===== config.mk =====
export PLATFORM = sky130hd
export DESIGN_NAME = rde_select
export DESIGN_NICKNAME = d
export VERILOG_FILES = /design/src/rtl/core/rde_pkg.sv /design/src/rtl/core/rde_select.sv
export SDC_FILE = /design/constraint.sdc
export NUM_CORES = 1
export LEC_CHECK = 0
export BUFFER_PORTS_ARGS = -buffer_cell sky130_fd_sc_hd__buf_2
export CAP_MARGIN = 15
export CORE_MARGIN = 5
export CORE_UTILIZATION = 38
export CTS_CLUSTER_DIAMETER = 40
export DETAILED_ROUTE_END_ITERATION = 10
export GPL_TIMING_DRIVEN = 0
export PLACE_DENSITY = 0.9
export SETUP_SLACK_MARGIN = 0.2
export SLEW_MARGIN = 40
export SYNTH_ARGS = -nofsm -noshare
export SYNTH_HDL_FRONTEND = slang
export SYNTH_SLANG_ARGS = --single-unit

===== constraint.sdc =====
create_clock -name i_clk -period 3.6 [get_ports i_clk]
set_input_delay 0.72 -clock i_clk [delete_from_list [all_inputs] [get_ports i_clk]]
set_output_delay 0.72 -clock i_clk [all_outputs]
set_load 0.1 [all_outputs]

===== src/rtl/core/rde_pkg.sv =====
// Package of the radix digit extractor: shared constants, the control
// record that travels down the pipeline, and the radix clamp function.
// Depends on nothing; every module of the block imports it.
package rde_pkg;

    localparam int DEFAULT_VALUE_WIDTH = 32;
    localparam int CHUNK_BITS          = 8;

    localparam logic [5:0] RADIX_RESET = 6'd10;
    localparam logic [5:0] RADIX_MIN   = 6'd2;
    localparam logic [5:0] RADIX_MAX   = 6'd36;

    typedef struct packed {
        logic       valid;
        logic       zero;
        logic [5:0] pos;
        logic [5:0] radix;
    } t_rde_ctl;

    function automatic logic [5:0] clamp_radix(input logic [5:0] r);
        logic [5:0] res;
        res = r;
        if (r < RADIX_MIN) begin
            res = RADIX_MIN;
        end else if (r > RADIX_MAX) begin
            res = RADIX_MAX;
        end
        return res;
    endfunction

endpackage


===== src/rtl/core/rde_select.sv =====
// Output stage: checks the position against the digit count, picks the
// digit and registers the result beat.
// Depends on rde_pkg.
module rde_select #(
    parameter int VALUE_WIDTH = 32,
    parameter int COUNT_WIDTH = 6
) (
    input  logic                        i_clk,
    input  logic                        i_rst_n,
    input  logic                        i_en,
    input  rde_pkg::t_rde_ctl           i_ctl,
    input  logic [VALUE_WIDTH-1:0][5:0] i_digits,
    input  logic [COUNT_WIDTH-1:0]      i_count,
    output logic                        o_valid,
    output logic [5:0]                  o_digit,
    output logic [5:0]                  o_count,
    output logic                        o_status
);
    import rde_pkg::*;

    localparam int IDX_WIDTH = $clog2(VALUE_WIDTH);

    logic [6:0]           cnt7;
    logic [6:0]           diff;
    logic [IDX_WIDTH-1:0] idx;
    logic                 n_status;
    logic [5:0]           n_digit;
    logic [5:0]           n_count;
    logic                 r_valid;
    logic [5:0]           r_digit;
    logic [5:0]           r_count;
    logic                 r_status;

    always_comb begin
        cnt7     = 7'(i_count);
        diff     = cnt7 - 7'(i_ctl.pos);
        idx      = diff[IDX_WIDTH-1:0];
        n_status = (i_ctl.pos == 6'd0) || (7'(i_ctl.pos) > cnt7);
        n_digit  = n_status ? 6'd0 : i_digits[idx];
        n_count  = (cnt7 > 7'd63) ? 6'd63 : cnt7[5:0];
        if (i_ctl.zero) begin
            n_status = 1'b0;
            n_digit  = 6'd0;
            n_count  = 6'd1;
        end
    end

    always_ff @(posedge i_clk) begin
        if (!i_rst_n) begin
            r_valid <= 1'b0;
        end else if (i_en) begin
            r_valid <= i_ctl.valid;
        end
        if (i_en) begin
            r_digit  <= n_digit;
            r_count  <= n_count;
            r_status <= n_status;
        end
    end

    assign o_valid  = r_valid;
    assign o_digit  = r_digit;
    assign o_count  = r_count;
    assign o_status = r_status;

endmodule


### Word level (Yosys, flattened, before mapping)

Index checks and enable logic that the tools add are counted.

| storage, ports and cells | value |
|---|---|
| memory bits (read-only) | 0 |
| logic and storage cells | 12 |
| input port bits | 215 |
| memories kept | 0 |
| output and inout port bits | 14 |
| bits in latches | 0 |
| register bits after elaboration | 14 |
| memory bits (writable) | 0 |

| operators by class | value |
|---|---|
| reductions and logical operators | 3 |
| multiplexer cells | 2 |
| add/sub/neg operators | 1 |
| multiply operators | 0 |
| shift-type cells | 0 |
| bitwise operators | 0 |
| $lt $le $gt $ge | 2 |
| equal/unequal tests | 0 |
| div/mod/pow operators | 0 |

Operators by type and width:

| operator | number |
|---|---|
| $bmux W6 S5 | 1 |
| $gt A6 B6 Y1 | 1 |
| $logic_not A6 Y1 | 1 |
| $lt A5 B6 Y1 const B | 1 |
| $mux W6 | 1 |
| $sub A5 B5 Y5 | 1 |
| $reduce_or A2 Y1 | 1 |
| $logic_or A1 B1 Y1 | 1 |

### Longest topological paths before layout

Gate-level depths: netlist (run 1).

| depth | value |
|---|---|
| word-level depth | 3 |
| depth in mapped cells | 10 |
| depth with buffers taken out | 9 |

### Worst setup path after synthesis (run 1)

OpenSTA, ideal clock, no wires.

| timing | value |
|---|---|
| path type | input port to flip-flop |
| start | in i_count[0] |
| end | reg r_digit[3], in the netlist o_digit[3] (data pin) |
| path buffers | 2 |
| setup slack | 0.856 ns |
| setup time | 0.264 ns |
| stages on the path | 9 |
| arrival time | 2.479 ns |
| required time | 3.336 ns |
| cell sequence | inv_1 -> ha_1 -> fa_1 -> buf_2 -> buf_2 -> mux4_2 -> mux2i_1 -> mux2_2 -> o22ai_1 |

| between the ends | value |
|---|---|
| word-level cells in the longest chain between the ends | 3 |
| elaborated cells between the ends (all ways) | 6 |
| those cells by class | add/sub: 1; order compare: 1; mux: 2; reduce/logical: 2 |

RTL lines:

| element | line | source |
|---|---|---|
| from (decl) | rde_select.sv:13 | `input logic [COUNT_WIDTH-1:0] i_count,` |
| $sub A5 B5 Y5 / $gt A6 B6 Y1 (equally long branches) | rde_select.sv:36, rde_select.sv:38 |  |
| $bmux W6 S5 / $logic_or A1 B1 Y1 (equally long branches) | rde_select.sv:39, rde_select.sv:38 |  |
| $mux W6 (implied by the code) / $reduce_or A2 Y1 (equally long branches) | -- |  |
| to (signal assigned) | rde_select.sv:55 | `r_digit <= n_digit;` |
| to (decl) | rde_select.sv:30 | `logic [5:0] r_digit;` |

Parallel ways exist; a longest one is shown, timed or not. The select of a mux whose other input is x is not followed.
A chain may end at the register's enable or synchronous reset.

### Worst setup path after layout (run 1)

| timing | value |
|---|---|
| start | in i_count[0] |
| end | reg r_digit[1], in the netlist o_digit[1] (data pin) |

Same word-level chain as after synthesis.

==> reports/summary.txt, run 1 <==
================================================================================
Number of buffers inserted during clock tree synthesis ............            3
Path category of the worst min-delay check ........................      reg2reg
Largest area contributor in the netlist ........................... sky130_fd_sc_hd__mux4_2
Area used by multi-input combinational logic ......................  0.00185 mm2
TritonCTS clock tree ..............................................         done
ANT nets after route ..............................................            0
WL per Instance ...................................................      20.1 um
Area taken by flip-flops and latches ..............................      410 um2
Leakage power figure ..............................................      1.84 nW
Crit-path max FO ..................................................           10
Average instance area after synthesis .............................     14.1 um2
Count of port buffers added during placement ......................          221
Post-synthesis instance total .....................................          171
Wire length of the first global-routing pass ......................     14600 um
Std-Cell Rows .....................................................           29
Vias in the first global route ....................................         2943
Maximum buffer depth of the clock tree ............................            2
Category of the worst setup path capture point ....................    flip-flop
Maximum vdd drop ..................................................   0.000257 V
Die Area ..........................................................  0.00805 mm2
Register-to-register setup slack ..................................      3.02 ns
DRT iter0 DRCs ....................................................          103
Net count of the mapped netlist ...................................          397
Biggest area contributors in the synthesized netlist .............. sky130_fd_sc_hd__mux4_2 (38%), sky130_fd_sc_hd__edfxtp_1 (16%), sky130_fd_sc_hd__mux2i_1 (10%)
Worst rel slew slack ..............................................        59.8%
CTS H-tree lvls ...................................................            1
Total negative slack for setup checks .............................         0 ns
Total I/O pin count ...............................................          229
Post-layout util ..................................................        58.6%
Number of antenna violations at the first check in global routing .            1
Root buffer cell .................................................. sky130_fd_sc_hd__clkbuf_8
Power density over the cells ......................................   306 mW/mm2
Dominant cell type by count on the critical path .................. sky130_fd_sc_hd__buf_2
Worst path cell trace ............................................. buf_2, inv_1, ha_1, fa_1, buf_2, buf_2, mux4_2, mux2i_1, mux2_2, o22ai_1
RSZ-0062 raised after global routing ..............................           no
Max Clock Skew ....................................................         0 ns
Number of fillers in the final layout .............................          526
Cell family with the largest share of critical-path delay ......... multiplexers
# hold bufs at CTS ................................................            0
Max stage delay cell, worst path .................................. sky130_fd_sc_hd__fa_1
Total setup violations reported at the end of the flow ............            0
Slew of the pin with the lowest slew margin .......................     0.602 ns
Area of the core ..................................................  0.00628 mm2
Tot GR Track Use ..................................................        22.7%
Final routed DRC violation total ..................................            0
Final wirelength ..................................................      9550 um
Post-Synthesis Cell Area ..........................................  0.00242 mm2
Clk sinks .........................................................           14
Post-CTS Repair Setup Buffers .....................................            0
Routed via count divided by cell count ............................         5.37
Final-stage net count .............................................          623
Data arrival, critical path .......................................      3.05 ns
Effective utilization at floorplan ................................        38.5%
Sequential cell area fraction in the yosys report .................        17.0%
Count of TritonRoute iterations in the first routing pass .........            4
Aggregate global routing overflow .................................            0
Status ............................................................ complete, no violations
Total via count in the routed design ..............................         2558
Flip-flop and latch count after synthesis .........................           14
Number of slew-limit violations in the final report ...............            0
Yosys cell types ..................................................           32
Post-cts repair resize count ......................................            0
Clock latency reported for the late side of the worst-skew pair ...      0.24 ns
YS warnings .......................................................            0
Maximum frequency from static timing analysis .....................    0.326 GHz
Period utilization ................................................        85.3%
Data required time of the worst path ..............................      3.58 ns
Placed wire-length estimate .......................................      8680 um
Layout Area Growth over Synthesis .................................        52.4%
Width of the chip .................................................      89.7 um
Height of the chip ................................................      89.7 um
Fin crit period ...................................................      3.07 ns
Nature of the critical path startpoint ............................   input port
Final estimated routing congestion in global placement ............        0.918
Final hold viol count .............................................            0
Worst Path Class, Setup ...........................................       in2reg
Pin count of the biggest net entering global routing ..............           15
Clock transition at the registers of the reported paths ...........      0.06 ns
Max-capacitance violation count ...................................            0
Layout cell share with drive strength beyond 1 ....................        74.0%
Number of buffer and inverter stages on the critical path .........            4
Delay of the slowest critical-path stage ..........................      0.55 ns
Synth top area share ..............................................        38.2%
================================================================================
## per-layer routing
layer | GRT usage, % | vias up | routed length (um)
met4 | 8.06 | 0 | 226
met2 | 40.5 | 146 | 5100
met1 | 26.7 | 1206 | 3430
li1 | - | 1184 | -
met3 | 4.92 | 22 | 793
met5 | 0 | - | 0
## area by class of cell
| cell class | instances | share of cell area [%] |
|---|---|---|
| multi-input cells | 129 | 50.4 |
| plain buffers | 16 | 2.89 |
| flip-flops and latches | 14 | 11.1 |
| inverters | 12 | 1.22 |
| clock buffers | 4 | 1.50 |
| well taps | 77 | 2.62 |
| diodes | 3 | 0.204 |
| repair buffers | 221 | 30.0 |
## cells in the final DEF (no fill, tap or decap), types with 2 or more instances in the layout
| cell type | instances |
|---|---|
| sky130_fd_sc_hd__nor2b_1 | 2 |
| sky130_fd_sc_hd__clkbuf_1 | 4 |
| sky130_fd_sc_hd__mux4_1 | 7 |
| sky130_fd_sc_hd__buf_2 | 227 |
| sky130_fd_sc_hd__ha_1 | 10 |
| sky130_fd_sc_hd__mux2_2 | 12 |
| sky130_fd_sc_hd__buf_4 | 4 |
| sky130_fd_sc_hd__inv_1 | 12 |
| sky130_fd_sc_hd__mux4_2 | 41 |
| sky130_fd_sc_hd__nor2_1 | 6 |
| sky130_fd_sc_hd__clkbuf_8 | 4 |
| sky130_fd_sc_hd__mux2i_1 | 25 |
| sky130_fd_sc_hd__diode_2 | 3 |
| sky130_fd_sc_hd__a21o_1 | 2 |
| sky130_fd_sc_hd__edfxtp_1 | 13 |
| sky130_fd_sc_hd__a21oi_1 | 4 |
| sky130_fd_sc_hd__o22ai_1 | 6 |
## flip-flops by register name, summed over array words and instances, names as in the netlist
register	cells
o_valid	1
o_count	6
o_status	1
o_digit	6
## final timing paths
check | startpoint | endpoint | cells past startpoint
min reg2reg | o_valid | o_valid | 2
max reg2reg | o_valid | o_valid | 2
min | o_valid | o_valid | 2
max | i_count[0] | o_digit[1] | 10
## through the flow
| step | worst slack, ns | std cells | power, mW | area (um2) | hold slack [ns] |
|---|---|---|---|---|---|
| finish | 0.530 | 476 | 1.13 | 3680 | 0.524 |
| global route | 0.426 | 474 | 1.19 | 3680 | 0.574 |
| CTS | 0.548 | 473 | 1.13 | 3670 | 0.531 |
| detailed placement | 0.303 | 469 | 0.984 | 3620 | 0.527 |
| global placement | 0.331 | 469 | 0.967 | 3620 | 0.507 |
| floorplan | 0.856 | 171 | 0.756 | 2420 | 0.832 |
## cell usage after synthesis
cell                        n
sky130_fd_sc_hd__a21o_1     2
sky130_fd_sc_hd__a21oi_1    4
sky130_fd_sc_hd__a32oi_2    1
sky130_fd_sc_hd__and4_1     1
sky130_fd_sc_hd__buf_12     1
sky130_fd_sc_hd__buf_2      6
sky130_fd_sc_hd__buf_4      4
sky130_fd_sc_hd__buf_6      1
sky130_fd_sc_hd__clkbuf_1   4
sky130_fd_sc_hd__dfxtp_1    1
sky130_fd_sc_hd__edfxtp_1  13
sky130_fd_sc_hd__fa_1       1
sky130_fd_sc_hd__ha_1      10
sky130_fd_sc_hd__inv_1     12
sky130_fd_sc_hd__mux2_2    12
sky130_fd_sc_hd__mux2i_1   25
sky130_fd_sc_hd__mux4_1     7
sky130_fd_sc_hd__mux4_2    41
sky130_fd_sc_hd__nand2_1    1
sky130_fd_sc_hd__nand3_1    1
sky130_fd_sc_hd__nand3b_1   1
sky130_fd_sc_hd__nor2_1     6
sky130_fd_sc_hd__nor2b_1    2
sky130_fd_sc_hd__nor4_1     1
sky130_fd_sc_hd__o211ai_1   1
sky130_fd_sc_hd__o21ai_0    1
sky130_fd_sc_hd__o22ai_1    6
sky130_fd_sc_hd__or2_2      1
sky130_fd_sc_hd__or3b_1     1
sky130_fd_sc_hd__xnor2_1    1
sky130_fd_sc_hd__xor2_1     1
sky130_fd_sc_hd__xor2_2     1
## report_power, final
| group | switching (mW) | leakage [nW] | internal (mW) |
|---|---|---|---|
| Combinational | 0.402 | 1.68 | 0.372 |
| Clock | 0.0500 | 0.0288 | 0.0966 |
| Sequential | 0.00382 | 0.133 | 0.201 |
## worst register-to-register path: stages, from the launching register on
cell,delay (ns)
sky130_fd_sc_hd__dfxtp_1,0.30
sky130_fd_sc_hd__mux2i_1,0.12
sky130_fd_sc_hd__nor2b_1,0.06
## logic make-up (layout without fill, tap and decap cells)
group	count (synthesis)	after routing	share of synthesized area [%]
flip-flops	14	14	17.0
other	0	3	0
multiplexers	85	85	61.8
AND/OR/NAND/NOR	15	15	3.37
AO/OA/AOI/OAI	15	15	4.19
XOR/XNOR	3	3	1.40
adder cells (fa/ha/maj)	11	11	6.01
buffers and inverters	28	253	6.27
No activity file was read; power rests on OpenSTA's default activity.
==> run 2, diff against run 1 <==
BUFFER_PORTS_ARGS = default   (was -buffer_cell sky130_fd_sc_hd__buf_2)
CORE_AREA = 5 5 85 87   (was default)
CORE_MARGIN = default   (was 5)
CORE_UTILIZATION = default   (was 38)
DIE_AREA = 0 0 90 92   (was default)
DONT_BUFFER_PORTS = 1   (was default)
PLACE_DENSITY = 0.59   (was 0.9)
==> run 2 against run 1 <==
Against the previous run:
- global-route usage down 3.6 points
- critical path depth down 1
- highest routed layer unchanged
- first-iteration DRC count down 30%
==> reports/summary.txt, run 2 (synthesized netlist as in run 1, its figures left out) <==
================================================================================
Placed wire-length estimate .......................................      7940 um   -8.6%
Pin count of the biggest net entering global routing ..............           15   unchanged
Post-placement setup slack ........................................     0.439 ns   +0.136 ns
Post-Place Cells ..................................................          248   -47%
Number of fillers in the final layout .............................          590   +12%
Crit-path max FO ..................................................           10   unchanged
RSZ-0062 raised after global routing ..............................           no
Data arrival, critical path .......................................      2.87 ns   -0.18 ns
Data required time of the worst path ..............................      3.57 ns   about the same
Area of the core ..................................................  0.00628 mm2   unchanged
Overall power consumption .........................................      1.00 mW   -11%
Standard cell area after detailed placement .......................  0.00251 mm2   -31%
Dominant cell type by count on the critical path .................. sky130_fd_sc_hd__buf_2
Worst path cell trace ............................................. inv_1, ha_1, fa_1, buf_2, buf_2, mux4_2, mux2i_1, mux2_2, o22ai_1
Max-capacitance violation count ...................................            0   unchanged
Clk sinks .........................................................           14   unchanged
Total setup violations reported at the end of the flow ............            0   unchanged
Layout cell share with drive strength beyond 1 ....................        42.5%   -32 points
Nature of the critical path startpoint ............................   input port
Effective utilization at floorplan ................................        38.5%   unchanged
Final estimated routing congestion in global placement ............        0.894   -2.7%
Power density over the cells ......................................   376 mW/mm2   +23%
Slew of the pin with the lowest slew margin .......................     0.903 ns   +0.301 ns
Aggregate global routing overflow .................................            0   unchanged
Vias in the first global route ....................................         2055   -30%
Cell family with the largest share of critical-path delay .........  adder cells
Category of the worst setup path capture point ....................    flip-flop
Worst path setup slack after routing ..............................     0.699 ns   +0.169 ns
Status ............................................................ complete, no violations
DRT iter0 DRCs ....................................................           72   -30%
Path category of the worst min-delay check ........................       in2reg
Post-CTS Repair Setup Buffers .....................................            0   unchanged
Final standard cell count with taps included and fillers excluded .          258   -46%
ANT nets after route ..............................................            0   unchanged
Post-cts repair resize count ......................................            0   unchanged
Final design area excluding fillers ...............................  0.00267 mm2   -28%
Commonest cells after routing, fill and taps aside ................ sky130_fd_sc_hd__mux4_2 (41), sky130_fd_sc_hd__mux2i_1 (25), sky130_fd_sc_hd__edfxtp_1 (13)
Final hold viol count .............................................            0   unchanged
Commonest non-fill, non-tap cell in the layout .................... sky130_fd_sc_hd__mux4_2
Max Clock Skew ....................................................         0 ns   unchanged
Maximum frequency from static timing analysis .....................    0.345 GHz   +5.8%
CTS H-tree lvls ...................................................            1   unchanged
Number of slew-limit violations in the final report ...............            0   unchanged
Die Area ..........................................................  0.00828 mm2   +2.8%
Clock latency reported for the late side of the worst-skew pair ...      0.23 ns   about the same
Height of the chip ................................................        92 um   +2.5%
Number of antenna violations at the first check in global routing .            0   -1
Count of port buffers added during placement ......................            0   -100%
Tot GR Track Use ..................................................        19.1%   -3.6 points
Post-layout util ..................................................        42.5%   -16 points
Delay of the slowest critical-path stage ..........................      0.55 ns   about the same
Leakage power figure ..............................................      1.02 nW   -45%
Period utilization ................................................        80.6%   -4.7 points
Layout Area Growth over Synthesis .................................        10.4%
Fin crit period ...................................................      2.90 ns   -0.169 ns
TritonCTS clock tree ..............................................         done
Width of the chip .................................................        90 um   +0.30%
Worst rel slew slack ..............................................        39.9%   -20 points
Total via count in the routed design ..............................         1792   -30%
Number of buffers inserted during clock tree synthesis ............            3   unchanged
Routed via count divided by cell count ............................         6.95   +29%
Max stage delay cell, worst path .................................. sky130_fd_sc_hd__fa_1
Maximum buffer depth of the clock tree ............................            2   unchanged
Worst Path Class, Setup ...........................................       in2reg
Final wirelength ..................................................      8650 um   -9.5%
Number of buffer and inverter stages on the critical path .........            3   -1
# hold bufs at CTS ................................................            0   unchanged
Total negative slack for setup checks .............................         0 ns   unchanged
Final-stage net count .............................................          406   -35%
Clock transition at the registers of the reported paths ...........      0.06 ns   about the same
Worst Hold Margin .................................................     0.589 ns   +0.0651 ns
Total I/O pin count ...............................................          229   unchanged
Count of TritonRoute iterations in the first routing pass .........            4   unchanged
WL per Instance ...................................................      33.5 um   +67%
Wire length of the first global-routing pass ......................     12400 um   -16%
Std-Cell Rows .....................................................           29   unchanged
Maximum vdd drop ..................................................   0.000292 V   +14%
Root buffer cell .................................................. sky130_fd_sc_hd__clkbuf_8
Final routed DRC violation total ..................................            0   unchanged
================================================================================
-- run 2: per-layer routing --
| layer | GRT usage [%] | vias to the layer above | routed length (um) |
|---|---|---|---|
| li1 | - | 744 | - |
| met1 | 23.1 | 907 | 3130 |
| met2 | 34.5 | 135 | 4560 |
| met3 | 5.81 | 6 | 876 |
| met4 | 2.48 | 0 | 80 |
| met5 | 0 | - | 0 |
-- run 2: power breakdown --
group	switching [mW]	internal, mW
combinational	0.266	0.309
clock	0.0485	0.0778
sequential	0.0990	0.203
total	0.413	0.590
-- run 2: layout make-up --
class	count	area, um2	area share (%)
antenna	2	5.00	0.188
buffer	16	106	3.99
clock buffer	4	45.0	1.69
inverter	12	45.0	1.69
multi-input combinational	129	1850	69.5
sequential	14	412	15.4
tap	77	96.3	3.61
timing repair buffer	4	103	3.85
-- run 2: final timing paths --
path | start | end | slack, ns | depth (start not counted)
worst max-delay path | i_count[0] | o_digit[0] | 0.70 | 9
worst min register to register | o_valid | o_valid | 0.80 | 2
worst min-delay path | i_en | o_count[2] | 0.59 | 0
worst max register to register | o_valid | o_valid | 2.59 | 2
-- run 2: worst reg2reg max path: cells and delay by family, from the launching register on --
kind	cells	cell delay [ns]
flops	1	0.66
mux	1	0.15
simple gates	1	0.13
