`config.mk`:
```
export PLATFORM = sky130hd
export DESIGN_NAME = rde_front
export DESIGN_NICKNAME = d
export VERILOG_FILES = /design/src/rtl/core/rde_pkg.sv /design/src/rtl/core/rde_front.sv
export SDC_FILE = /design/constraint.sdc
export NUM_CORES = 1
export LEC_CHECK = 0
export ABC_AREA = 1
export BUFFER_PORTS_ARGS = -buffer_cell sky130_fd_sc_hd__buf_2
export CAP_MARGIN = 10
export CELL_PAD_IN_SITES_DETAIL_PLACEMENT = 0
export CELL_PAD_IN_SITES_GLOBAL_PLACEMENT = 1
export CORE_ASPECT_RATIO = 0.6
export CORE_MARGIN = 2
export CORE_UTILIZATION = 38
export CTS_CLUSTER_SIZE = 30
export DETAILED_ROUTE_END_ITERATION = 8
export HOLD_SLACK_MARGIN = 0.08
export PLACE_DENSITY = 0.88
export RECOVER_POWER = 25
export SYNTH_ARGS = -nofsm -noshare
export SYNTH_HDL_FRONTEND = slang
export SYNTH_SLANG_ARGS = --single-unit
```
`constraint.sdc`:
```
create_clock -name i_clk -period 3.1 [get_ports i_clk]
set_input_delay 0.155 -clock i_clk [delete_from_list [all_inputs] [get_ports i_clk]]
set_output_delay 0.155 -clock i_clk [all_outputs]
set_load 0.005 [all_outputs]
```
`src/rtl/core/rde_pkg.sv`:
```
// Package of the radix digit extractor: shared constants, the control
// record that travels down the pipeline, and the radix clamp function.
// Depends on nothing; every module of the block imports it.
package rde_pkg;

    localparam int DEFAULT_VALUE_WIDTH = 32;
    localparam int CHUNK_BITS          = 8;

    localparam logic [5:0] RADIX_RESET = 6'd10;
    localparam logic [5:0] RADIX_MIN   = 6'd2;
    localparam logic [5:0] RADIX_MAX   = 6'd36;

    typedef struct packed {
        logic       valid;
        logic       zero;
        logic [5:0] pos;
        logic [5:0] radix;
    } t_rde_ctl;

    function automatic logic [5:0] clamp_radix(input logic [5:0] r);
        logic [5:0] res;
        res = r;
        if (r < RADIX_MIN) begin
            res = RADIX_MIN;
        end else if (r > RADIX_MAX) begin
            res = RADIX_MAX;
        end
        return res;
    endfunction

endpackage

```
`src/rtl/core/rde_front.sv`:
```
// Input stage: sign-extends the value, forms its magnitude and registers it
// together with the position and the clamped radix.
// Depends on rde_pkg.
module rde_front #(
    parameter int VALUE_WIDTH = 32
) (
    input  logic                   i_clk,
    input  logic                   i_rst_n,
    input  logic                   i_en,
    input  logic                   i_valid,
    input  logic [31:0]            i_value,
    input  logic [5:0]             i_pos,
    input  logic [5:0]             i_radix,
    output rde_pkg::t_rde_ctl      o_ctl,
    output logic [VALUE_WIDTH-1:0] o_mag
);
    import rde_pkg::*;

    logic signed [31:0]     s_value;
    logic [VALUE_WIDTH-1:0] x;
    logic [VALUE_WIDTH-1:0] n_mag;
    t_rde_ctl               r_ctl;
    logic [VALUE_WIDTH-1:0] r_mag;

    assign s_value = i_value;
    assign x       = VALUE_WIDTH'(s_value);
    assign n_mag   = x[VALUE_WIDTH-1] ? (~x + 1'b1) : x;

    always_ff @(posedge i_clk) begin
        if (!i_rst_n) begin
            r_ctl.valid <= 1'b0;
        end else if (i_en) begin
            r_ctl.valid <= i_valid;
        end
        if (i_en) begin
            r_ctl.zero  <= (n_mag == '0);
            r_ctl.pos   <= i_pos;
            r_ctl.radix <= clamp_radix(i_radix);
            r_mag       <= n_mag;
        end
    end

    assign o_ctl = r_ctl;
    assign o_mag = r_mag;

endmodule

```
# After elaboration in Yosys (flattened, before gate mapping)
# Cells that the tools add are included.
# totals
register_bits	46
out_inout_bits	46
inputBits	48
elab_cells	14
# op_classes
reduce_logical	2
bitwise_logic	1
n_mux	2
n_addsub	1
n_lt_le_gt_ge	2
# ops
cell	count
32-bit by 1-bit adder with 32-bit output (second input constant)	1
32-bit logical NOT	1
32-bit two-way mux	1
32-bit NOT	1
6-bit greater-than comparator (second input constant)	1
6-bit by 2-bit < comparator with 1-bit output (second input constant)	1
6-bit two-way mux	1
2-bit OR reduction	1

# Longest topological paths before layout
# Gate-level depths: netlist of the first run.
# logic_depth
ltp_word	4
mapped_depth	14
mapped_depth_nobuf	14

# Least setup slack after synthesis of the first run
# OpenSTA, ideal clock, no wires.
# synth_timing
path_kind	in2reg
start	in i_value[0]
end	reg r_ctl, in the netlist o_ctl[12], data pin
setup_time_ns	0.135
slack_ns	1.663
n_path_buf	0
t_required_ns	2.965
cell_stages	12
t_arrival_ns	1.302
cell_sequence	inv_1 -> ha_1 -> nand2_1 -> nand2_2 -> nand2_4 -> nor2_4 -> nand2_1 -> xnor2_1 -> nand3_1 -> nor2_1 -> nand2_1 -> nor2_2
# synth_via
elab_chain_len	4
# synth_rtl
item	line	text
start, declared	rde_front.sv:11	input logic [31:0] i_value,
32-bit NOT	rde_front.sv:27	assign n_mag = x[VALUE_WIDTH-1] ? (~x + 1'b1) : x;
32-bit by 1-bit adder with 32-bit output	rde_front.sv:27	
32-bit two-way mux *	rde_front.sv:27	
32-bit logical NOT *	rde_front.sv:36	r_ctl.zero <= (n_mag == '0);
end, declared	rde_front.sv:22	t_rde_ctl r_ctl;
# Every way passes the cells marked *; elsewhere a longest branch is shown, timed or not.
# A chain may end at the register's enable or synchronous reset.

# Worst setup path after layout of the first run
# Ends and elaborated chain as after synthesis.

==> results of run 1 <==
[final timing paths]
path	startpoint	end	slack, ns	depth (start not counted)
hold / removal	i_valid	o_ctl[13]$_SDFFE_PN0P_	0.1	3
setup / recovery	i_value[0]	o_ctl[12]$_DFFE_PP_	0.96	15
hold reg to reg	o_ctl[13]$_SDFFE_PN0P_	o_ctl[13]$_SDFFE_PN0P_	0.55	2
setup reg to reg	o_ctl[13]$_SDFFE_PN0P_	o_ctl[13]$_SDFFE_PN0P_	2.42	2
[layout make-up]
| type | count | area (um2) | share of cell area |
|---|---|---|---|
| clock inverters | 3 | 21.27 | 0.006137 |
| inverters | 39 | 146.4 | 0.04224 |
| well taps | 87 | 108.9 | 0.03141 |
| repair buffers | 101 | 535.5 | 0.1545 |
| multi-input cells | 249 | 1157 | 0.3339 |
| flip-flops and latches | 46 | 1371 | 0.3957 |
| clock buffers | 5 | 125.1 | 0.03610 |
[Yosys cell counts]
cell	instances	share of area
buf_4	2	0.0056
ha_1	1	0.0046
nand2_1	111	0.15
nand2_4	1	0.0042
nor3_1	1	0.0019
clkbuf_1	1	0.0014
nand3_1	23	0.043
xnor2_1	4	0.013
o21ai_1	8	0.015
o41ai_1	1	0.0032
nor2_8	1	0.0074
o211ai_1	2	0.0056
buf_2	1	0.0019
nor2_4	4	0.017
o21bai_1	2	0.0056
o21ai_0	6	0.011
inv_1	37	0.051
nand4_1	3	0.0070
a21boi_0	1	0.0028
inv_2	2	0.0028
a21o_1	1	0.0028
nor2_1	61	0.085
xor2_1	3	0.0097
nor2_2	5	0.012
nand2_2	4	0.0093
edfxtp_1	45	0.50
nand3b_1	5	0.014
a21oi_1	1	0.0019
dfxtp_1	1	0.0074
[through the flow]
step | hold slack (ns) | utilization | worst slack [ns]
after floorplan | 0.2485 | - | 1.663
after global placement | 0.3327 | 0.4805 | 1.221
after detailed placement | 0.3347 | 0.4805 | 1.179
after CTS | 0.1045 | 0.5140 | 1.015
after global routing | 0.1050 | 0.5125 | 0.8046
final | 0.09947 | 0.5125 | 0.9582
[sequential cells by signal, indices dropped and copies added (netlist names)]
signal and flops:
o_ctl 14, o_mag 32
[power groups by stage]
stage          registers [mW]  clock network, mW  logic, mW
2_1_floorplan           0.783                  0      0.121
3_3_place_gp            0.774                  0      0.268
3_5_place_dp            0.775                  0      0.270
4_1_cts                 0.762              0.552      0.279
5_1_grt                 0.767              0.576      0.310
6_report                0.761              0.538      0.278
[layer usage]
metal  up-vias  track usage  share of wire  wire [um]
met4         0      0.05285          0.011         82
met3         7      0.04633           0.10        753
met2       118       0.2482           0.36       2687
li1       1298            -              -          -
met1      1150       0.3061           0.52       3883
met5         -            0              0          0
[worst reg2reg max path: stages (launching register included)]
cell,delay (ns)
dfxtp_1,0.31
o21ai_0,0.15
a21oi_1,0.06
[repair_timing]
item | CTS | global route
hold endpoints to repair | 8 | 0
hold buffers | 8 | 0
endpoints found under the setup margin | 0 | 0
[logic make-up (layout without fill, tap and decap cells)]
logic type | count (synthesis) | in the layout | synth area share
XOR/XNOR | 7 | 7 | 0.02272
buffers and inverters | 43 | 148 | 0.06305
flip-flops | 46 | 46 | 0.5081
adder cells (fa/ha/maj) | 1 | 1 | 0.004635
AND/OR/NAND/NOR | 219 | 219 | 0.3537
AO/OA/AOI/OAI | 22 | 22 | 0.04775
==> qor.txt, run 1 <==
status = complete, no violations
CORE AREA = 0.006763 mm2
Yosys Warn Count = 0
vias per inst = 4.855
Crit path max-delay family = simple AND/OR/NAND/NOR gates
initial antenna violation count = 0
Syn Inst Count = 338
startpoint types = input port
design area = 0.003466 mm2
fraction of layout cells with a size suffix above 1 = 0.2483
share of power burned in the clock network = 0.341
H-tree depth = 2
Initial Utilization = 0.3991
die area = 0.007815 mm2
worst skew pair latency = 0.29 ns
DPL Wire Length = 5.783 mm
Leak Pwr = 1.599 nW
Slowest-stage cell, CP = dlygate4sd3_1
most frequent CP cell = nand2_1
Combinational Power Share = 0.176
Sw Share = 0.2681
Congestion Overflow GR = 0
final cell count without fillers = 530
FILL cells = 665
final routed DRC violation total = 0
Final Skew = 0 ns
internal power = 1.154 mW
syn_nets = 387
maxcap violations = 0
Worst-path clk slew = 0.07 ns
die extent in x = 112.8 um
TritonCTS clock tree = built
Yosys reg bits = 46
Final Wtd Congestion = 0.9044
Die Ht = 69.28 um
drt initial violations = 233
first-pass GRT wire length = 11.39 mm
delay of the slowest cell on the worst path = 0.52 ns
Num CTS Buffers = 5
CTS root buffer = clkbuf_16
net switching power = 422.8 uW
wire per inst = 13.98 um
maximum vdd drop = 286.3 uV
clock sink count = 46
FMAX = 0.4669 GHz
Seq pwr share = 0.483
Resized cells post-CTS = 0
RSZ-0062 raised after global routing = false
setup violators final = 0
Synth-to-Final Area Change = 28.42%
Tot Pwr = 1.577 mW
Mapped Area = 0.002699 mm2
CP Class = input port to register
cell area power density = 455.0 mW/mm2
Critical Path AT = 2.30 ns
crit-path cells = dlygate4sd3_1 > clkbuf_1 > inv_1 > ha_1 > nand2_1 > nand2_2 > nand2_4 > nand2_1 > nand2_1 > nand2_1 > nor2_1 > nand3_1 > nor2_1 > nand2_1 > nor2_2
Post-DRT Antenna Nets = 0
overall routing resource usage = 0.1904
Buf/Inv on CP = 3
number of global-route vias before repair = 2225
Avg Cell Area, Syn = 7.985 um2
fin crit period = 2.142 ns
most common cell after layout, fill and taps aside = nand2_1
Worst Hold Class = input port to register
Final Max Slew Viols = 0
routed wire length = 7.407 mm
Cells after DPL = 514
crit share post-route = 0.6909
TritonRoute pass-1 iters = 5
ant diodes = 0
row count = 23
Max FO, Critical Path = 5
final net count = 491
Post-CTS Setup Bufs = 0
Crit. End Element = register
Slew Limit Headroom = 0.2789
final hold violations = 0
commonest non-fill, non-tap cells in the layout = nand2_1, buf_2, nor2_1
critical path required time = 3.26 ns
I/O pin count = 94
Post-DP Area = 0.003249 mm2
slew at the pin closest to its max-slew limit = 1.082 ns
post-synth cell types = 29
pin count of the biggest net entering global routing = 48
setup TNS = 0 ns
Clock Tree Buf Depth = 2
Vias = 2573
sequential share of the synthesized area = 0.5081
I/O Buffers = 93
(Power assumes the default switching activity.)
==> inputs of run 2 (changes only) <==
ABC_AREA = 0   (was 1)
CORE_UTILIZATION = 37   (was 38)
PLACE_DENSITY = 0.83   (was 0.88)
clock period = 2 ns   (was 3.1 ns; I/O delays follow)
==> run 2 against run 1 <==
  * The run now ends with setup timing left
  * Clock skew unchanged
  * Via count fell by 13%
  * Non-clock buffer count up 72
  * Power increased by 46%
  * Cell count shrank 15%
  * Sequential share of layout area decreased by 3.2 points
  * Combinational power increased by 90%
  * Count of clock-buffer cells in the layout is the same
  * Global-route usage increased by 0.24 points
  * Register-to-register slack got worse by 1.6 ns
  * Utilization rose by 9.4 points
  * Critical path type unchanged
  * Largest cell class unchanged
  * Setup slack worse by 1.3 ns
  * Highest routed layer unchanged
  * Largest power group unchanged
==> qor.txt, run 2 <==
Crit. End Element = register
pin count of the biggest net entering global routing = 31
final hold violations = 0
fraction of layout cells with a size suffix above 1 = 0.5230
TritonRoute pass-1 iters = 4
status = finished, violations left
Sw Share = 0.2630
cell area power density = 609.9 mW/mm2
multi-input logic area = 0.001096 mm2
Combinational Power Share = 0.229
Seq pwr share = 0.517
Post-DRT Antenna Nets = 0
clock sink count = 46
Largest register FFs = 32
initial antenna violation count = 0
FMAX = 0.4356 GHz
Leak Pwr = 1.571 nW
Worst Hold Class = input port to register
Avg Cell Area, Syn = 12.20 um2
Post-synth EDFFs = 45
critical path required time = 2.18 ns
Worst R2R Setup Slack = 0.86 ns
fin util = 0.6068
TritonCTS clock tree = built
Initial Utilization = 0.3902
commonest non-fill, non-tap cells in the layout = buf_2, buf_4, edfxtp_1
dpl ws = -0.7016 ns
Max FO, Critical Path = 5
Yosys reg bits = 46
Tot Pwr = 2.302 mW
sequential share of the synthesized area = 0.5649
Reg area = 0.001371 mm2
Final Wtd Congestion = 0.9266
RSZ-0062 raised after global routing = true
Num CTS Buffers = 5
overall routing resource usage = 0.1928
I/O Buffers = 93
RR Endpoint = o_ctl[13]$_SDFFE_PN0P_
drt initial violations = 158
die area = 0.007246 mm2
Yosys top cell area share = 0.5567
simple-gate area share of the yosys netlist = 0.1799
Die Ht = 66.74 um
failing checks = setup timing
startpoint types = input port
Worst Hold Endpoint = o_ctl[2]$_SDFFCE_PP0P_
I/O pin count = 94
Yosys top cell by area = edfxtp_1
Most used DFF post-synth = edfxtp_1
first-pass GRT wire length = 10.52 mm
fin crit period = 2.296 ns
FFs w/ async S/R, synth = 0
Reg2Reg Depth = 3
Synth Area in Adders = 0.005155
number of global-route vias before repair = 2117
row count = 22
Critical Path AT = 2.48 ns
CTS root buffer = clkbuf_8
Synth-to-Final Area Change = 55.52%
most frequent cell after synthesis = edfxtp_1
hold-critical path depth = 2
Synth top cells by count = edfxtp_1, xnor2_1, nand2_1
Slew Limit Headroom = 0.3623
die extent in x = 108.6 um
routed wire length = 6.867 mm
Synth Area in Compound Gates = 0.1077
net switching power = 605.5 uW
CP Class = input port to register
Worst-path clk slew = 0.10 ns
hold path start = i_radix[2]
XOR/XNOR Fraction of Synth Area = 0.1046
post-synthesis mux area share = 0.008247
share of power burned in the clock network = 0.254
wire per inst = 15.16 um
Syn Inst Count = 199
DPL Wire Length = 5.334 mm
Mapped Area = 0.002427 mm2
syn_nets = 248
final routed DRC violation total = 0
FILL cells = 523
setup violators final = 2
largest family of logic cells by synthesized area = simple AND/OR/NAND/NOR gates
Final Max Slew Viols = 0
PnR worst setup slack = -0.2956 ns
H-tree depth = 2
post-synth cell types = 42
Yosys Warn Count = 0
Vias = 2248
slew at the pin closest to its max-slew limit = 0.9565 ns
Reg-to-Reg Start = o_ctl[13]$_SDFFE_PN0P_
Clock Tree Buf Depth = 2
internal power = 1.697 mW
Final Skew = 0 ns
final net count = 417
maximum vdd drop = 288.2 uV
crit share post-route = 1.148
CORE AREA = 0.006221 mm2
ant diodes = 0
maxcap violations = 0
Congestion Overflow GR = 0
worst skew pair latency = 0.30 ns
vias per inst = 4.962
largest cells by area after synthesis = edfxtp_1, xnor2_1, o31ai_1, nand2_1, or4_1
most common cell after layout, fill and taps aside = buf_2
## run 2: routing by layer
metal / wire (um) / global-route usage / up-vias
met5: 0 / 0 / -
met4: 56 / 0.04487 / 0
met3: 578 / 0.04207 / 8
met2: 2837 / 0.2961 / 96
met1: 3395 / 0.2778 / 1037
li1: - / - / 1107
## run 2: worst max path at each step
stage	from	endpoint	slack, ns	cells past startpoint
floorplan	i_value[2]	o_ctl[12]$_DFFE_PP_	-0.45	9
global placement	i_value[0]	o_ctl[12]$_DFFE_PP_	-0.60	11
detailed placement	i_value[1]	o_ctl[12]$_DFFE_PP_	-0.70	11
CTS	i_value[1]	o_ctl[12]$_DFFE_PP_	-0.28	9
finish	i_value[1]	o_ctl[12]$_DFFE_PP_	-0.30	9
global route	i_value[1]	o_ctl[12]$_DFFE_PP_	-0.34	9
## run 2: critical path: stages
cell	delay, ns
buf_8	0.10
buf_6	0.10
or4_4	0.47
or4_4	0.48
o41ai_4	0.27
xnor2_2	0.11
or4_4	0.52
nor3_2	0.11
and4_1	0.21
## run 2: logic make-up (layout without fill, tap and decap cells)
family                   after synthesis  count (layout)
AO/OA/AOI/OAI                         34              34
AND/OR/NAND/NOR                       72              72
adder cells (fa/ha/maj)                1               1
multiplexers                           2               2
XOR/XNOR                              29              29
flip-flops                            46              46
buffers and inverters                 15             185
## run 2: cell type report
type / instances / share of cell area
sequential: 46 / 0.3633
timing repair buffer: 173 / 0.2913
multi-input combinational: 138 / 0.2904
tap: 84 / 0.02784
clock buffer: 5 / 0.01823
clock inverter: 3 / 0.004972
inverter: 4 / 0.003977
## run 2: power groups by stage
| stage | clock, mW | sequential, mW | combinational, mW |
|---|---|---|---|
| final | 0.585 | 1.19 | 0.527 |
| after global routing | 0.643 | 1.20 | 0.574 |
| after CTS | 0.601 | 1.19 | 0.522 |
| after detailed placement | 0 | 1.21 | 0.497 |
| after global placement | 0 | 1.21 | 0.490 |
| after floorplan | 0 | 1.23 | 0.153 |
## run 2: what timing repair did
item                                    CTS  global route
pin swaps                                 3             3
gates resized for setup                   5            11
buffers inserted                          2             2
hold buffers                              9             0
hold endpoints to repair                  8             0
endpoints found under the setup margin    4             2
## run 2: stage by stage
| stage | hold slack [ns] | TNS, ns | instances | cell area (um2) |
|---|---|---|---|---|
| after floorplan | 0.1989 | -0.6620 | 199 | 2474 |
| after global placement | 0.2781 | -2.769 | 434 | 3515 |
| after detailed placement | 0.2852 | -3.581 | 434 | 3515 |
| after CTS | 0.09678 | -0.3832 | 453 | 3736 |
| after global routing | 0.1033 | -0.6991 | 453 | 3775 |
| final | 0.1101 | -0.4631 | 453 | 3775 |
==> inputs of run 3 (changes only) <==
MAX_ROUTING_LAYER = met4   (was unset)
==> run 3 against run 2 <==
  * The run still ends with setup timing left
  * Clock skew is the same
  * Largest cell class unchanged
  * Critical path depth is the same
  * Largest power group unchanged
  * Register-to-register slack gained 0.50 ns
  * Cell count shrank 0.44%
  * Non-clock buffer count shrank 2
==> qor.txt, run 3 (synthesis results as in run 2) <==
hold slack = 0.09843 ns
number of global-route vias before repair = 2106
Tot Pwr = 2.311 mW
dpl ws = -0.6532 ns
hold-critical path depth = 3
Vias = 2204
maxcap violations = 0
first-pass GRT wire length = 10.48 mm
H-tree depth = 2
setup violators final = 1
CTS root buffer = clkbuf_8
Largest register FFs = 32
pin count of the biggest net entering global routing = 31
final cell count without fillers = 451
Worst-path clk slew = 0.09 ns
CP Class = input port to register
Congestion Overflow GR = 0
initial antenna violation count = 0
final routed DRC violation total = 0
Reg2Reg Depth = 2
Final Wtd Congestion = 0.9245
worst skew pair latency = 0.30 ns
FILL cells = 555
wire per inst = 14.91 um
maximum vdd drop = 324.3 uV
fraction of layout cells with a size suffix above 1 = 0.5095
final hold violations = 0
Leak Pwr = 1.541 nW
I/O Buffers = 93
final net count = 415
die extent in x = 108.6 um
setup TNS = -0.2840 ns
vias per inst = 4.887
PnR worst setup slack = -0.2840 ns
Post-CTS Setup Bufs = 0
die area = 0.007246 mm2
ant diodes = 0
fin util = 0.6020
slew at the pin closest to its max-slew limit = 0.9623 ns
startpoint types = input port
TritonCTS clock tree = built
Post-DP Area = 0.003515 mm2
Synth-to-Final Area Change = 54.28%
Initial Utilization = 0.3902
fin crit period = 2.284 ns
Critical Path AT = 2.46 ns
routed wire length = 6.726 mm
DPL Wire Length = 5.277 mm
row count = 22
Final Max Slew Viols = 0
cell area power density = 617.1 mW/mm2
drt initial violations = 166
failing checks = setup timing
RSZ-0062 raised after global routing = true
most common cell after layout, fill and taps aside = buf_2
Cells after DPL = 434
Crit. End Element = register
Die Ht = 66.74 um
Post-DRT Antenna Nets = 0
Slew Limit Headroom = 0.3585
TritonRoute pass-1 iters = 5
Worst Hold Class = input port to register
design area = 0.003745 mm2
Final Skew = 0 ns
status = finished, violations left
critical path required time = 2.17 ns
Max FO, Critical Path = 5
overall routing resource usage = 0.1974
I/O pin count = 94
clock sink count = 46
Clock Tree Buf Depth = 2
CORE AREA = 0.006221 mm2
commonest non-fill, non-tap cells in the layout = buf_2, buf_4, edfxtp_1
FMAX = 0.4378 GHz
crit share post-route = 1.142
Num CTS Buffers = 5
==> run 3: changes by cell type in the layout (fill, tap and decap cells not counted), sizes merged <==
cell      change
clkinvlp      +2
clkinv        -2
buf           -2
==> run 3: metal layers <==
metal / vias up / GRT usage / share of wire / routed length [um]
met3: 4 / 0.05186 / 0.078 / 525
met1: 1006 / 0.2885 / 0.51 / 3417
li1: 1102 / - / - / -
met2: 92 / 0.2781 / 0.41 / 2758
met5: - / - / 0 / 0
met4: 0 / 0.03205 / 0.0034 / 23
==> run 3: critical path: stages <==
cell,delay (ns)
buf_6,0.09
buf_6,0.11
or4_4,0.43
or4_4,0.49
o41ai_4,0.25
xnor2_1,0.13
or4_4,0.53
nor3_2,0.12
and4_1,0.19
==> run 3: area by class of cell <==
type | count | area, um2 | share of cell area
inverters | 4 | 15.01 | 0.004009
repair buffers | 171 | 1084 | 0.2893
well taps | 84 | 105.1 | 0.02807
clock buffers | 5 | 68.82 | 0.01838
clock inverters | 3 | 23.77 | 0.006348
flip-flops and latches | 46 | 1371 | 0.3662
multi-input cells | 138 | 1077 | 0.2877
==> run 3: power by group <==
| group | leakage (nW) | internal [mW] | switching [mW] |
|---|---|---|---|
| Sequential | 0.448 | 1.17 | 0.0221 |
| Combinational | 1.05 | 0.280 | 0.241 |
| Clock | 0.0408 | 0.251 | 0.350 |
| Total | 1.54 | 1.70 | 0.614 |
==> run 3: worst paths after layout <==
| kind | start | end | slack (ns) |
|---|---|---|---|
| setup / recovery | i_value[0] | o_ctl[12]$_DFFE_PP_ | -0.28 |
| hold / removal | i_valid | o_ctl[13]$_SDFFE_PN0P_ | 0.1 |
| hold reg to reg | o_ctl[13]$_SDFFE_PN0P_ | o_ctl[13]$_SDFFE_PN0P_ | 0.56 |
| setup reg to reg | o_ctl[13]$_SDFFE_PN0P_ | o_ctl[13]$_SDFFE_PN0P_ | 1.36 |
==> run 3: timing repair <==
item                       CTS  global route
pin swaps                    0             1
gates cloned                 0             0
setup endpoints to repair    2             3
hold endpoints to repair     9             0
gates resized for setup      4             8
hold buffers                 9             0
